**src/sv/fvc_pkg.sv**
```systemverilog
// shared constants, types and codes for the frustum volume culler
package fvc_pkg;

  localparam int PLANE_COUNT = 6;
  localparam int FRAC_BITS   = 16;

  localparam int COORD_W = 32;
  localparam int SLOT_W  = 3;
  localparam int CMD_W   = 2;
  localparam int VIS_W   = 2;
  localparam int IDX_W   = (PLANE_COUNT > 1) ? $clog2(PLANE_COUNT) : 1;
  localparam int OP_W    = COORD_W + 1;
  localparam int ACC_W   = 2 * OP_W - FRAC_BITS + 3;
  localparam int TERM_W  = 3;
  localparam int AXES    = 3;

  typedef enum logic [CMD_W-1:0] {
    CMD_LOAD   = 2'd0,
    CMD_POINT  = 2'd1,
    CMD_SPHERE = 2'd2,
    CMD_BOX    = 2'd3
  } cmd_t;

  localparam logic [VIS_W-1:0] VIS_INVISIBLE = 2'd0;
  localparam logic [VIS_W-1:0] VIS_PARTIAL   = 2'd1;
  localparam logic [VIS_W-1:0] VIS_FULL      = 2'd2;

  typedef enum logic [4:0] {
    S_IDLE = 5'b00001,
    S_INIT = 5'b00010,
    S_MUL  = 5'b00100,
    S_ADD  = 5'b01000,
    S_CMP  = 5'b10000
  } state_t;

  typedef logic signed [COORD_W-1:0] coord_t;
  typedef logic signed [OP_W-1:0]    oper_t;
  typedef logic signed [ACC_W-1:0]   acc_t;

endpackage

```
**src/sv/fvc_mul.sv**
```systemverilog
// shared signed multiplier with floored fixed-point rescale and output register
module fvc_mul (
  input  logic           clk,
  input  logic           en,
  input  fvc_pkg::oper_t op_a,
  input  fvc_pkg::oper_t op_b,
  output fvc_pkg::acc_t  prod_r
);
  import fvc_pkg::*;

  logic signed [2*OP_W-1:0] full;

  assign full = op_a * op_b;

  always_ff @(posedge clk) begin
    if (en) begin
      prod_r <= ACC_W'(full >>> FRAC_BITS);
    end
  end
endmodule

```
**config.mk**
```make
export PLATFORM = sky130hd
export DESIGN_NAME = fvc_mul
export DESIGN_NICKNAME = d
export VERILOG_FILES = /design/src/sv/fvc_pkg.sv /design/src/sv/fvc_mul.sv
export SDC_FILE = /design/constraint.sdc
export NUM_CORES = 2
export LEC_CHECK = 0
export ABC_CLOCK_PERIOD_IN_PS = 18050
export BUFFER_PORTS_ARGS = -buffer_cell sky130_fd_sc_hd__buf_2
export CAP_MARGIN = 20
export CORE_MARGIN = 1
export CORE_UTILIZATION = 50
export DETAILED_ROUTE_END_ITERATION = 10
export GPL_ROUTABILITY_DRIVEN = 0
export GPL_TIMING_DRIVEN = 0
export PLACE_DENSITY = 0.69
export SLEW_MARGIN = 10
export SYNTH_ARGS = -nofsm -noshare
export SYNTH_HDL_FRONTEND = slang
export SYNTH_SLANG_ARGS = --single-unit
```
**constraint.sdc**
```tcl
create_clock -name clk -period 18.05 [get_ports clk]
set_clock_uncertainty 0.05 [all_clocks]
set_input_delay 3.61 -clock clk [delete_from_list [all_inputs] [get_ports clk]]
set_output_delay 3.61 -clock clk [all_outputs]
set_load 0.01 [all_outputs]
```
==> run metrics <==
outcome=complete, no violations; ANT nets after route=0; ys flop type=edfxtp_1; crit path capture type=flop; startpoint type of the worst setup path=primary input; Worst-Margin Slew=1330 ps; Final Setup Violations=0; syn nets=5690; I/O Buffers=120; RSZ-0062 raised after global routing=false; share of cells above drive strength 1=3.79%; slew margin rel.=11.4%; Setup TNS=0 ps; Hold Fails Final Rpt=0; Die Area=81800 sq um; root buffer cell=clkbuf_16; DR vias/cell=5.75; Biggest register=prod_r; post-synthesis cell area=40300 sq um; GR Util All Layers=37.3%; Worst path most repeated cell=fa_1; starting density of the core=50.8%; Crit path largest cell delay=960 ps; via count=31473; post-CTS setup buffers=0; I/O pins=121; cells along the critical path=buf_2 > clkbuf_1 > nand2_1 > inv_1 > fa_1 > fa_1 > fa_2 > inv_1 > fa_1 > fa_1 > fa_1 > fa_1 > fa_1 > inv_1 > ha_1 > clkbuf_1 > nand2_1 > nor2_1 > nand3_1 > a2111oi_4 > o21ai_0 > nand2_1 > o211ai_1; Clock Path Buffers=2; Seq cells post-synth=50; antenna violations before repair=29; first-pass GRT wire length=216000 um; NumNets Final=5828; Max Cap Violations=0; CTS tree=done; Mapped Cells=4266; Post-synth EDFFs=50; Routed WL=146000 um; clock sink total=50; HPWL Detailed=119000 um; total gr overflow=0; max reg flops=50; Post-CTS Resized=0; H-tree Lvls=2; final max-slew violation count=0; Worst EP required=18020 ps; worst-path fanout max=10; DR DRC count=0; row count=103; highest-count cells in the layout ignoring fill and taps=fa_1 (1143), inv_1 (1130), and2_1 (554); Min Clock Period, post-route=12720 ps; crit path DAT=12690 ps; largest net degree at the start of global routing=51; Die W=286 um; HP Class=in2reg; Reg clk slew, reported paths=70 ps; async set-reset flop share out of synthesis=0%; Seq/Total Area, Yosys=3.72%; Crit-path slowest cell=fa_2; CTS Buf Count=5; initial DRC count=3643; most common cell after layout, fill and taps aside=fa_1; Syn Area/Cell=9.45 sq um; core box area=79400 sq um; Warnings, synthesis=0; Pre-Repair DR Iteration Count=6; drt wl/cell=26.7 um; die height=286 um; Synth cell types=69; vias in the first global route=33842; Area Overhead vs Synth=5.73%; Final period util=70.5%; WS Path Type=in2reg; Regs by FF count=prod_r: 50 flops; fmax=78.6 MHz; CTS hold repair buffers=0
-- final timing paths --
kind | startpoint | endpoint | slack (ps) | cells past startpoint
setup / recovery | op_a[32] | prod_r[49]$_DFFE_PP_ | 5330 | 23
hold / removal | en | prod_r[3]$_DFFE_PP_ | 3680 | 1
-- logic make-up after synthesis --
group	share of synthesized area (%)
muxes	0.105
xor gates and xnor gates	1.24
DFF	3.72
and+or+nand+nor	15.6
buffers and inverters	12.6
AOI/OAI and AO/OA	3.41
adders and majority gates	63.4
-- cell type report --
type                    count  area [sq um]
multi-input cells        2868         33800
diodes                     17          42.5
inverters                1130          4240
well taps                1050          1310
clock inverters             3          63.8
clock buffers               5           125
plain buffers             218           840
repair buffers            131           761
fillers                  7341         36700
flip-flops and latches     50          1500
-- worst max-delay path, delay by kind of cell --
kind,cells,cell delay [ps]
AO/OA/AOI/OAI,3,1160
adder cells (fa/ha/maj),9,5180
AND/OR/NAND/NOR,5,1000
buffers and inverters,6,1710
-- Yosys cell counts, drive strengths merged, types with 3 or more instances --
cell	n	share of area, %
a2111oi	3	0.13
a211o	3	0.065
a211oi	11	0.25
a21boi	5	0.093
a21o	28	0.52
a21oi	63	0.78
a31oi	6	0.11
and2	554	8.6
and3	7	0.11
buf	8	0.11
clkbuf	210	2.0
edfxtp	50	3.7
fa	1144	57
ha	212	6.6
inv	1130	11
nand2	543	5.1
nand2b	7	0.11
nand3	14	0.17
nand4	17	0.26
nor2	72	0.68
nor2b	6	0.093
nor3	10	0.12
nor4	5	0.078
o211a	4	0.099
o211ai	5	0.093
o21a	4	0.074
o21ai	30	0.38
o21bai	10	0.19
o22ai	3	0.047
o31a	3	0.065
o31ai	3	0.068
or3	6	0.093
xnor2	37	0.80
xor2	20	0.43
-- stage by stage --
step	cells	area, sq um	hold slack, ps	utilization, %	worst slack, ps
6_report	5472	42600	3680	53.7	5330
5_1_grt	5459	42600	3660	53.7	5070
4_1_cts	5447	42500	4070	53.5	5440
3_5_place_dp	5439	42300	3970	53.3	5120
3_3_place_gp	5436	42200	3970	53.2	5020
2_1_floorplan	4266	40300	3670	-	6890
-- per-layer routing --
layer / GRT usage (%) / vias up / wire length [um]
li1: - / 12439 / -
met1: 42.9 / 15854 / 47300
met2: 55.3 / 2431 / 62200
met3: 15.0 / 725 / 21000
met4: 29.6 / 24 / 15400
met5: 0 / - / 195
Power is left out: the tool's default activity adds up to more than one toggle a clock period on the data nets, which glitch-free logic cannot reach.
